===== config.mk =====
export PLATFORM = sky130hd
export DESIGN_NAME = kth_largest_stream_select
export DESIGN_NICKNAME = d
export VERILOG_FILES = /design/src/ksel_pkg.sv /design/src/kth_largest_stream_select.sv /design/src/ksel_cell.sv
export VERILOG_INCLUDE_DIRS = /design/src /design/src/src
export SDC_FILE = /design/constraint.sdc
export NUM_CORES = 2
export LEC_CHECK = 0
export BUFFER_PORTS_ARGS = -buffer_cell sky130_fd_sc_hd__buf_2
export CORE_ASPECT_RATIO = 0.8
export CORE_MARGIN = 4
export CORE_UTILIZATION = 65
export DETAILED_ROUTE_END_ITERATION = 10
export PLACE_DENSITY_LB_ADDON = 0.08
export SETUP_SLACK_MARGIN = 0.2
export SLEW_MARGIN = 40
export SYNTH_ARGS = -nofsm -noshare
export SYNTH_HDL_FRONTEND = slang
export SYNTH_SLANG_ARGS = --single-unit

===== constraint.sdc =====
create_clock -name clk -period 8.05 [get_ports clk]
set_clock_uncertainty 0.15 [all_clocks]
set_input_delay 1.61 -clock clk [delete_from_list [all_inputs] [get_ports clk]]
set_output_delay 1.61 -clock clk [all_outputs]
set_load 0.005 [all_outputs]

===== src/kth_largest_stream_select_defines.svh =====
// Assertion macros used by the top-level RTL file.
// Each macro expects clk and arst_n in scope.
`ifndef KTH_LARGEST_STREAM_SELECT_DEFINES_SVH
`define KTH_LARGEST_STREAM_SELECT_DEFINES_SVH

`ifndef SYNTHESIS

// A condition that must hold at every clock edge out of reset.
`define KSEL_ASSERT_ALWAYS(label, expr) \
	label: assert property (@(posedge clk) disable iff (!arst_n) (expr)) \
		else $error("assertion failed");

// A condition that must hold in the cycle after the antecedent.
`define KSEL_ASSERT_NEXT(label, ante, cons) \
	label: assert property (@(posedge clk) disable iff (!arst_n) (ante) |=> (cons)) \
		else $error("assertion failed");

`else

`define KSEL_ASSERT_ALWAYS(label, expr)
`define KSEL_ASSERT_NEXT(label, ante, cons)

`endif

`endif


===== src/ksel_pkg.sv =====
package ksel_pkg;

	// Width of the rank register.
	localparam int unsigned RANK_W = 5;

	// Per-cycle control handed from the chain controller to each cell.
	typedef struct packed {
		logic valid;  // The cell holds one of the kept values.
		logic load;   // The cell takes part in this cycle's insertion.
	} cell_ctl_t;

endpackage


===== src/kth_largest_stream_select.sv =====
// The item with tlast leaves a pending result that moves to the output register once it is free.
// Throughput: one item per cycle while s_tready is high; the compare-and-shift cells insert each.
// Input is held off only while a finished result waits behind an output item not yet taken.
// Reset (arst_n low, asynchronous): kept count cleared, rank_k set to 1, no output item pending.
// Kept values have no reset; only entries below the kept count are ever read.
`include "kth_largest_stream_select_defines.svh"

module kth_largest_stream_select
	import ksel_pkg::*;
#(
	parameter int unsigned K_MAX      = 16,
	parameter int unsigned DATA_WIDTH = 32
) (
	input  logic                                 clk,
	input  logic                                 arst_n,
	// Configuration: rank_k.
	input  logic                                 cfg_we,
	input  logic [RANK_W-1:0]                    cfg_wdata,
	// Input items.
	input  logic                                 s_tvalid,
	output logic                                 s_tready,
	input  logic [((DATA_WIDTH+7)/8)*8-1:0]      s_tdata,  // [DATA_WIDTH-1:0] sample_value
	input  logic                                 s_tlast,  // set_end
	// Result items.
	output logic                                 m_tvalid,
	input  logic                                 m_tready,
	output logic [((DATA_WIDTH+7)/8)*8-1:0]      m_tdata,  // [DATA_WIDTH-1:0] kth_value
	output logic                                 m_tuser   // found
);

	localparam int unsigned TDATA_W = ((DATA_WIDTH + 7) / 8) * 8;
	localparam int unsigned CNT_W   = $clog2(K_MAX + 1);
	localparam int unsigned IDX_W   = (K_MAX > 1) ? $clog2(K_MAX) : 1;
	localparam int unsigned KW      = (CNT_W > RANK_W) ? CNT_W : RANK_W;

	logic [RANK_W-1:0]            rank_q;
	logic [CNT_W-1:0]             count_q;
	logic                         pend_s1;
	logic [IDX_W-1:0]             idx_s1;
	logic                         found_s1;
	logic                         m_tvalid_q;
	logic [DATA_WIDTH-1:0]        m_data_q;
	logic                         m_found_q;

	logic [RANK_W-1:0]            rank_nz;
	logic [KW-1:0]                rank_w;
	logic [CNT_W-1:0]             k_eff;
	logic                         s_acc;
	logic                         can_load;
	logic                         grow;
	logic                         replace;
	logic                         min_gt;
	logic [IDX_W-1:0]             last_idx;
	logic [CNT_W-1:0]             new_count;
	logic signed [DATA_WIDTH-1:0] sample;

	cell_ctl_t                    ctl       [K_MAX];
	logic signed [DATA_WIDTH-1:0] cell_val  [K_MAX];
	logic signed [DATA_WIDTH-1:0] left_val  [K_MAX];
	logic                         left_gt   [K_MAX];
	logic [K_MAX-1:0]             gt_vec;

	// Rank register.
	always_ff @(posedge clk or negedge arst_n) begin
		if (!arst_n) begin
			rank_q <= RANK_W'(1);
		end else if (cfg_we) begin
			rank_q <= cfg_wdata;
		end
	end

	// Effective k: zero counts as one, and k saturates at the chain length.
	always_comb begin
		rank_nz = (rank_q == '0) ? RANK_W'(1) : rank_q;
		rank_w  = KW'(rank_nz);
		if (rank_w > KW'(K_MAX)) begin
			k_eff = CNT_W'(K_MAX);
		end else begin
			k_eff = CNT_W'(rank_w);
		end
	end

	// Handshake: input waits only while a pending result cannot move out.
	assign can_load = !m_tvalid_q || m_tready;
	assign s_tready = !pend_s1 || can_load;
	assign s_acc    = s_tvalid && s_tready;
	assign sample   = $signed(s_tdata[DATA_WIDTH-1:0]);

	// Decide between growing the kept list and replacing its smallest entry.
	always_comb begin
		last_idx  = IDX_W'(count_q - CNT_W'(1));
		min_gt    = gt_vec[last_idx];
		grow      = (count_q < k_eff);
		replace   = !grow && (count_q != '0) && min_gt;
		new_count = grow ? (count_q + CNT_W'(1)) : count_q;
	end

	// Row of cells holding the kept values in descending order.
	for (genvar i = 0; i < K_MAX; i++) begin : g_cell
		if (i == 0) begin : g_head
			assign left_val[i] = sample;
			assign left_gt[i]  = 1'b0;
		end else begin : g_body
			assign left_val[i] = cell_val[i-1];
			assign left_gt[i]  = gt_vec[i-1];
		end

		assign ctl[i].valid = (CNT_W'(i) < count_q);
		assign ctl[i].load  = s_acc && (grow || replace) && (CNT_W'(i) < new_count);

		ksel_cell #(
			.DATA_WIDTH(DATA_WIDTH)
		) u_cell (
			.clk       (clk),
			.ctl       (ctl[i]),
			.sample    (sample),
			.left_value(left_val[i]),
			.left_gt   (left_gt[i]),
			.value     (cell_val[i]),
			.gt        (gt_vec[i])
		);
	end

	// Kept count; the last item of a set clears it.
	always_ff @(posedge clk or negedge arst_n) begin
		if (!arst_n) begin
			count_q <= '0;
		end else if (s_acc) begin
			count_q <= s_tlast ? '0 : new_count;
		end
	end

	// Remember where the smallest kept value sits after the last item.
	always_ff @(posedge clk or negedge arst_n) begin
		if (!arst_n) begin
			pend_s1 <= 1'b0;
		end else if (s_acc && s_tlast) begin
			pend_s1 <= 1'b1;
		end else if (can_load) begin
			pend_s1 <= 1'b0;
		end
	end

	always_ff @(posedge clk) begin
		if (s_acc && s_tlast) begin
			idx_s1   <= IDX_W'(new_count - CNT_W'(1));
			found_s1 <= (new_count >= k_eff);
		end
	end

	// Output register; reading the row before it is overwritten by the next set.
	always_ff @(posedge clk or negedge arst_n) begin
		if (!arst_n) begin
			m_tvalid_q <= 1'b0;
		end else if (pend_s1 && can_load) begin
			m_tvalid_q <= 1'b1;
		end else if (m_tready) begin
			m_tvalid_q <= 1'b0;
		end
	end

	always_ff @(posedge clk) begin
		if (pend_s1 && can_load) begin
			m_data_q  <= found_s1 ? cell_val[idx_s1] : '0;
			m_found_q <= found_s1;
		end
	end

	assign m_tvalid = m_tvalid_q;
	assign m_tdata  = TDATA_W'(m_data_q);
	assign m_tuser  = m_found_q;

	// Checks on the control logic.
	`KSEL_ASSERT_ALWAYS(a_count_bound, count_q <= CNT_W'(K_MAX))
	`KSEL_ASSERT_NEXT(a_clear_on_last, s_acc && s_tlast, count_q == '0)
	`KSEL_ASSERT_NEXT(a_count_holds, !s_acc, $stable(count_q))
	`KSEL_ASSERT_NEXT(a_result_loaded, pend_s1 && can_load, m_tvalid)
	`KSEL_ASSERT_ALWAYS(a_not_found_zero, !(m_tvalid && !m_tuser) || (m_tdata == '0))

endmodule


===== src/ksel_cell.sv =====
module ksel_cell
	import ksel_pkg::*;
#(
	parameter int unsigned DATA_WIDTH = 32
) (
	input  logic                         clk,
	input  cell_ctl_t                    ctl,
	input  logic signed [DATA_WIDTH-1:0] sample,
	input  logic signed [DATA_WIDTH-1:0] left_value,
	input  logic                         left_gt,
	output logic signed [DATA_WIDTH-1:0] value,
	output logic                         gt
);

	logic signed [DATA_WIDTH-1:0] value_q;

	// The new sample belongs at or before this cell when the cell is empty
	// or the sample is strictly greater than its value.
	assign gt    = !ctl.valid || (sample > value_q);
	assign value = value_q;

	// Shift from the left neighbor when the sample lands further left,
	// take the sample when it lands here, otherwise hold.
	always_ff @(posedge clk) begin
		if (ctl.load) begin
			if (left_gt) begin
				value_q <= left_value;
			end else if (gt) begin
				value_q <= sample;
			end
		end
	end

endmodule


==> reports/results.ini <==
[worst_setup_path]
critPathBufInv = 3
reg2reg_from = count_q[2]$_DFFE_PN0P_
reg2reg_slack_ps = 3270
crit_type = primary input to flip-flop
arrival_ps = 5870
r2r_end = g_cell[2].u_cell.value[9]$_DFFE_PP_
worstPathCellList = buf_2 > buf_4 > ha_1 > nand4_1 > nor4_1 > a211o_1 > a21oi_1 > xor2_1 > a311oi_2 > o221a_4 > a2111oi_4 > buf_4
cpPeakStageDelay_ps = 760
worstPathRequired_ps = 8180
end_kind = flip-flop
startpoint_type = primary input
path_max_fanout = 32
reg2reg_depth = 12
crit_top_cell = buf_4
crit_slowest_cell = nor4_1
cp_top_family = compound AO/OA/AOI/OAI gates

[run]
cap_violations = 0

[drt]
drt-pass1-iter-count = 5
antenna_left = 0
num_vias = 31160
drc = 0
totalWireLength_mm = 125.9
vias_per_cell = 6.770
wire_per_inst_um = 27.35
first_iter_violations = 3813

[synth]
seq_area_frac_synth = 0.4143
ys_ff_latch = 562
synth_ff_type = edfxtp_1
synth_top_area_share = 0.4068
synth_edf_count = 550
synth_nets = 4223
ys_warn_count = 0
yosysTopAreaCell = edfxtp_1
async_flop_share = 0.02135
syn_area_per_cell_um2 = 11.11
synthDistinctLibCells = 79
synthTopCellsByArea = edfxtp_1 (41%), ha_1 (16%), mux4_2 (8.9%)
synthCells = 3655
netlist_area_um2 = 40600

[clock_tree]
cts_hold_buf = 0
path_clk_slew_ps = 60
cts_tree = done
cts_root_buf = clkbuf_16
ctsLongestPathBuffers = 3
htree_levels = 2
cts.sinks = 562
clkLatencyLatePin_ps = 660
postCtsSetupBuffers = 0
cts_made_buffers = 60
cts_resized = 0

[sta]
hold_violations = 0
min_period_ps = 5744
setup_tns_ps = 0
slew_headroom = 0.3682
maxSlewViolCount = 0
tightest_slew_ps = 939.0
post-route-period-util = 0.7136
finalSetupViolCount = 0
rsz0062_at_grt = false
max_freq_mhz = 174.1

[global_route]
grt_pass1_vias = 31030
antenna_found_initial = 7
grt_max_degree = 71
grt_pass1_wl_mm = 190.5
track_usage = 0.3780
grt_overflow = 0

[floorplan]
dieArea_um2 = 66540
die_h_um = 231.5
num_rows = 81
start_util = 0.6599
num_io_pins = 78
die_width_um = 287.4
core_area_um2 = 61520

[placed_design]
postPlaceCellArea_um2 = 42310
gp_congestion = 0.9750
dp_hpwl_mm = 92.42
dp.cells = 4487
io_buffers = 77

[finish]
final_common_cell = edfxtp_1
area_growth_pct = 9.388
fin_area_um2 = 44410
post-route-util = 0.7218
layout_common_cells = edfxtp_1 (550), inv_1 (537), ha_1 (525)
nets = 4289
finalNonFillerCells = 4602
final_layout_size_suffix_gt1_frac = 0.1991

[min_path]
holdPathStages = 1
hold_path_end = m_tvalid$_DFFE_PN0P_
min_path_type = flip-flop to flip-flop
hp-start = pend_s1$_DFFE_PN0P_

[pwr]
power_uw = 10090
powerDensity_nw_per_um2 = 227.3
ir_worst_vdd_mv = 0.2403
leakagePower_uw = 0.01824

[run_status]
status = finished, final reports clean

## synthesized netlist by cell type (4+ instances only)
cell type and count:
o211ai_1 18, nand3_1 54, clkbuf_1 106, and4_1 8, and2_1 37, nand4_1 101, nand2b_1 13, o22ai_1 11
or2_2 4, nor2b_1 15, mux4_2 160, inv_1 537, a211o_1 7, nor2_1 63, a21oi_1 228, buf_1 14
a21o_1 32, or3_1 4, nand2_1 353, edfxtp_1 550, xnor2_1 4, a31oi_1 7, o21a_1 9, a221o_1 7
nor3_2 11, a221oi_1 8, nor3_1 24, a21boi_0 8, dfrtp_1 11, nor4_1 26, buf_2 33, a2111oi_2 4
a22oi_1 4, o21ai_0 277, mux2_2 289, ha_1 525, a211oi_1 16, o311ai_0 4, a2111oi_0 6
## metrics by stage
step,hold WS (ps),setup WS (ps)
floorplan,298.7,295.8
global route,424.0,2291
global placement,316.7,1587
detailed placement,350.4,1529
finish,376.4,2306
CTS,388.2,2215
## power breakdown
part	internal [uW]	switching [uW]	leakage (uW)
Clock	1690	1270	0.000971
Combinational	1320	1910	0.0121
Sequential	3670	237	0.00515
Total	6680	3410	0.0182
## routing by layer
| layer | part of all wire | GRT usage | routed length (um) | vias to the layer above |
|---|---|---|---|---|
| li1 | - | - | - | 13680 |
| met1 | 0.41 | 0.5465 | 51610 | 15310 |
| met2 | 0.43 | 0.5498 | 53680 | 1903 |
| met3 | 0.13 | 0.1139 | 16330 | 266 |
| met4 | 0.034 | 0.1219 | 4219 | 4 |
| met5 | 0.00021 | 0 | 27 | - |
## how the worst max path moves through the flow
stage,from,cells after the start,slack [ps],endpoint
finish,s_tdata[14],12,2310,g_cell[2].u_cell.value[9]$_DFFE_PP_
global route,s_tdata[14],13,2290,g_cell[2].u_cell.value[9]$_DFFE_PP_
CTS,s_tdata[31],12,2220,g_cell[7].u_cell.value[8]$_DFFE_PP_
detailed placement,s_tdata[31],12,1530,g_cell[7].u_cell.value[9]$_DFFE_PP_
global placement,s_tdata[25],13,1590,g_cell[2].u_cell.value[9]$_DFFE_PP_
floorplan,s_tdata[0],12,300,g_cell[10].u_cell.value[0]$_DFFE_PP_
## cell type report
type                            instances  area [um^2]
Tap cell                              830         1039
Timing Repair Buffer                  160         1116
Inverter                              537         2016
Antenna cell                            5        12.51
Clock inverter                         35        429.2
Sequential cell                       562        16820
Fill cell                            4405        17110
Clock buffer                           73         1593
Multi-Input combinational cell       2400        21380
## worst reg2reg max path: stages (launching register included)
cell and delay [ps]:
dfrtp_1 890, ha_1 360, o21ai_0 80, a21oi_1 130, a221oi_4 550, nand2_1 250, nor2_1 180, xnor2_1 130
buf_4 240, or2_1 380, nor2_1 140, a2111oi_4 360, buf_4 540
## sequential cells by signal (all words and copies together), names as in the netlist
register / cells
g_cell.u_cell.value: 512
m_tvalid: 1
m_tdata: 32
rank_q: 5
count_q: 5
m_tuser: 1
pend_s1: 1
idx_s1: 4
found_s1: 1
## logic make-up (layout without fill, tap and decap cells)
kind of cell / Yosys count / count (layout) / share of synthesized area
buffers and inverters: 693 / 805 / 0.06556
xor gates and xnor gates: 8 / 8 / 0.001911
and+or+nand+nor: 728 / 728 / 0.08661
adders and majority gates: 525 / 525 / 0.1618
muxes: 452 / 452 / 0.1697
other: 0 / 5 / 0
DFF: 562 / 562 / 0.4143
AOI/OAI and AO/OA: 687 / 687 / 0.1002
(Power assumes the default switching activity.)
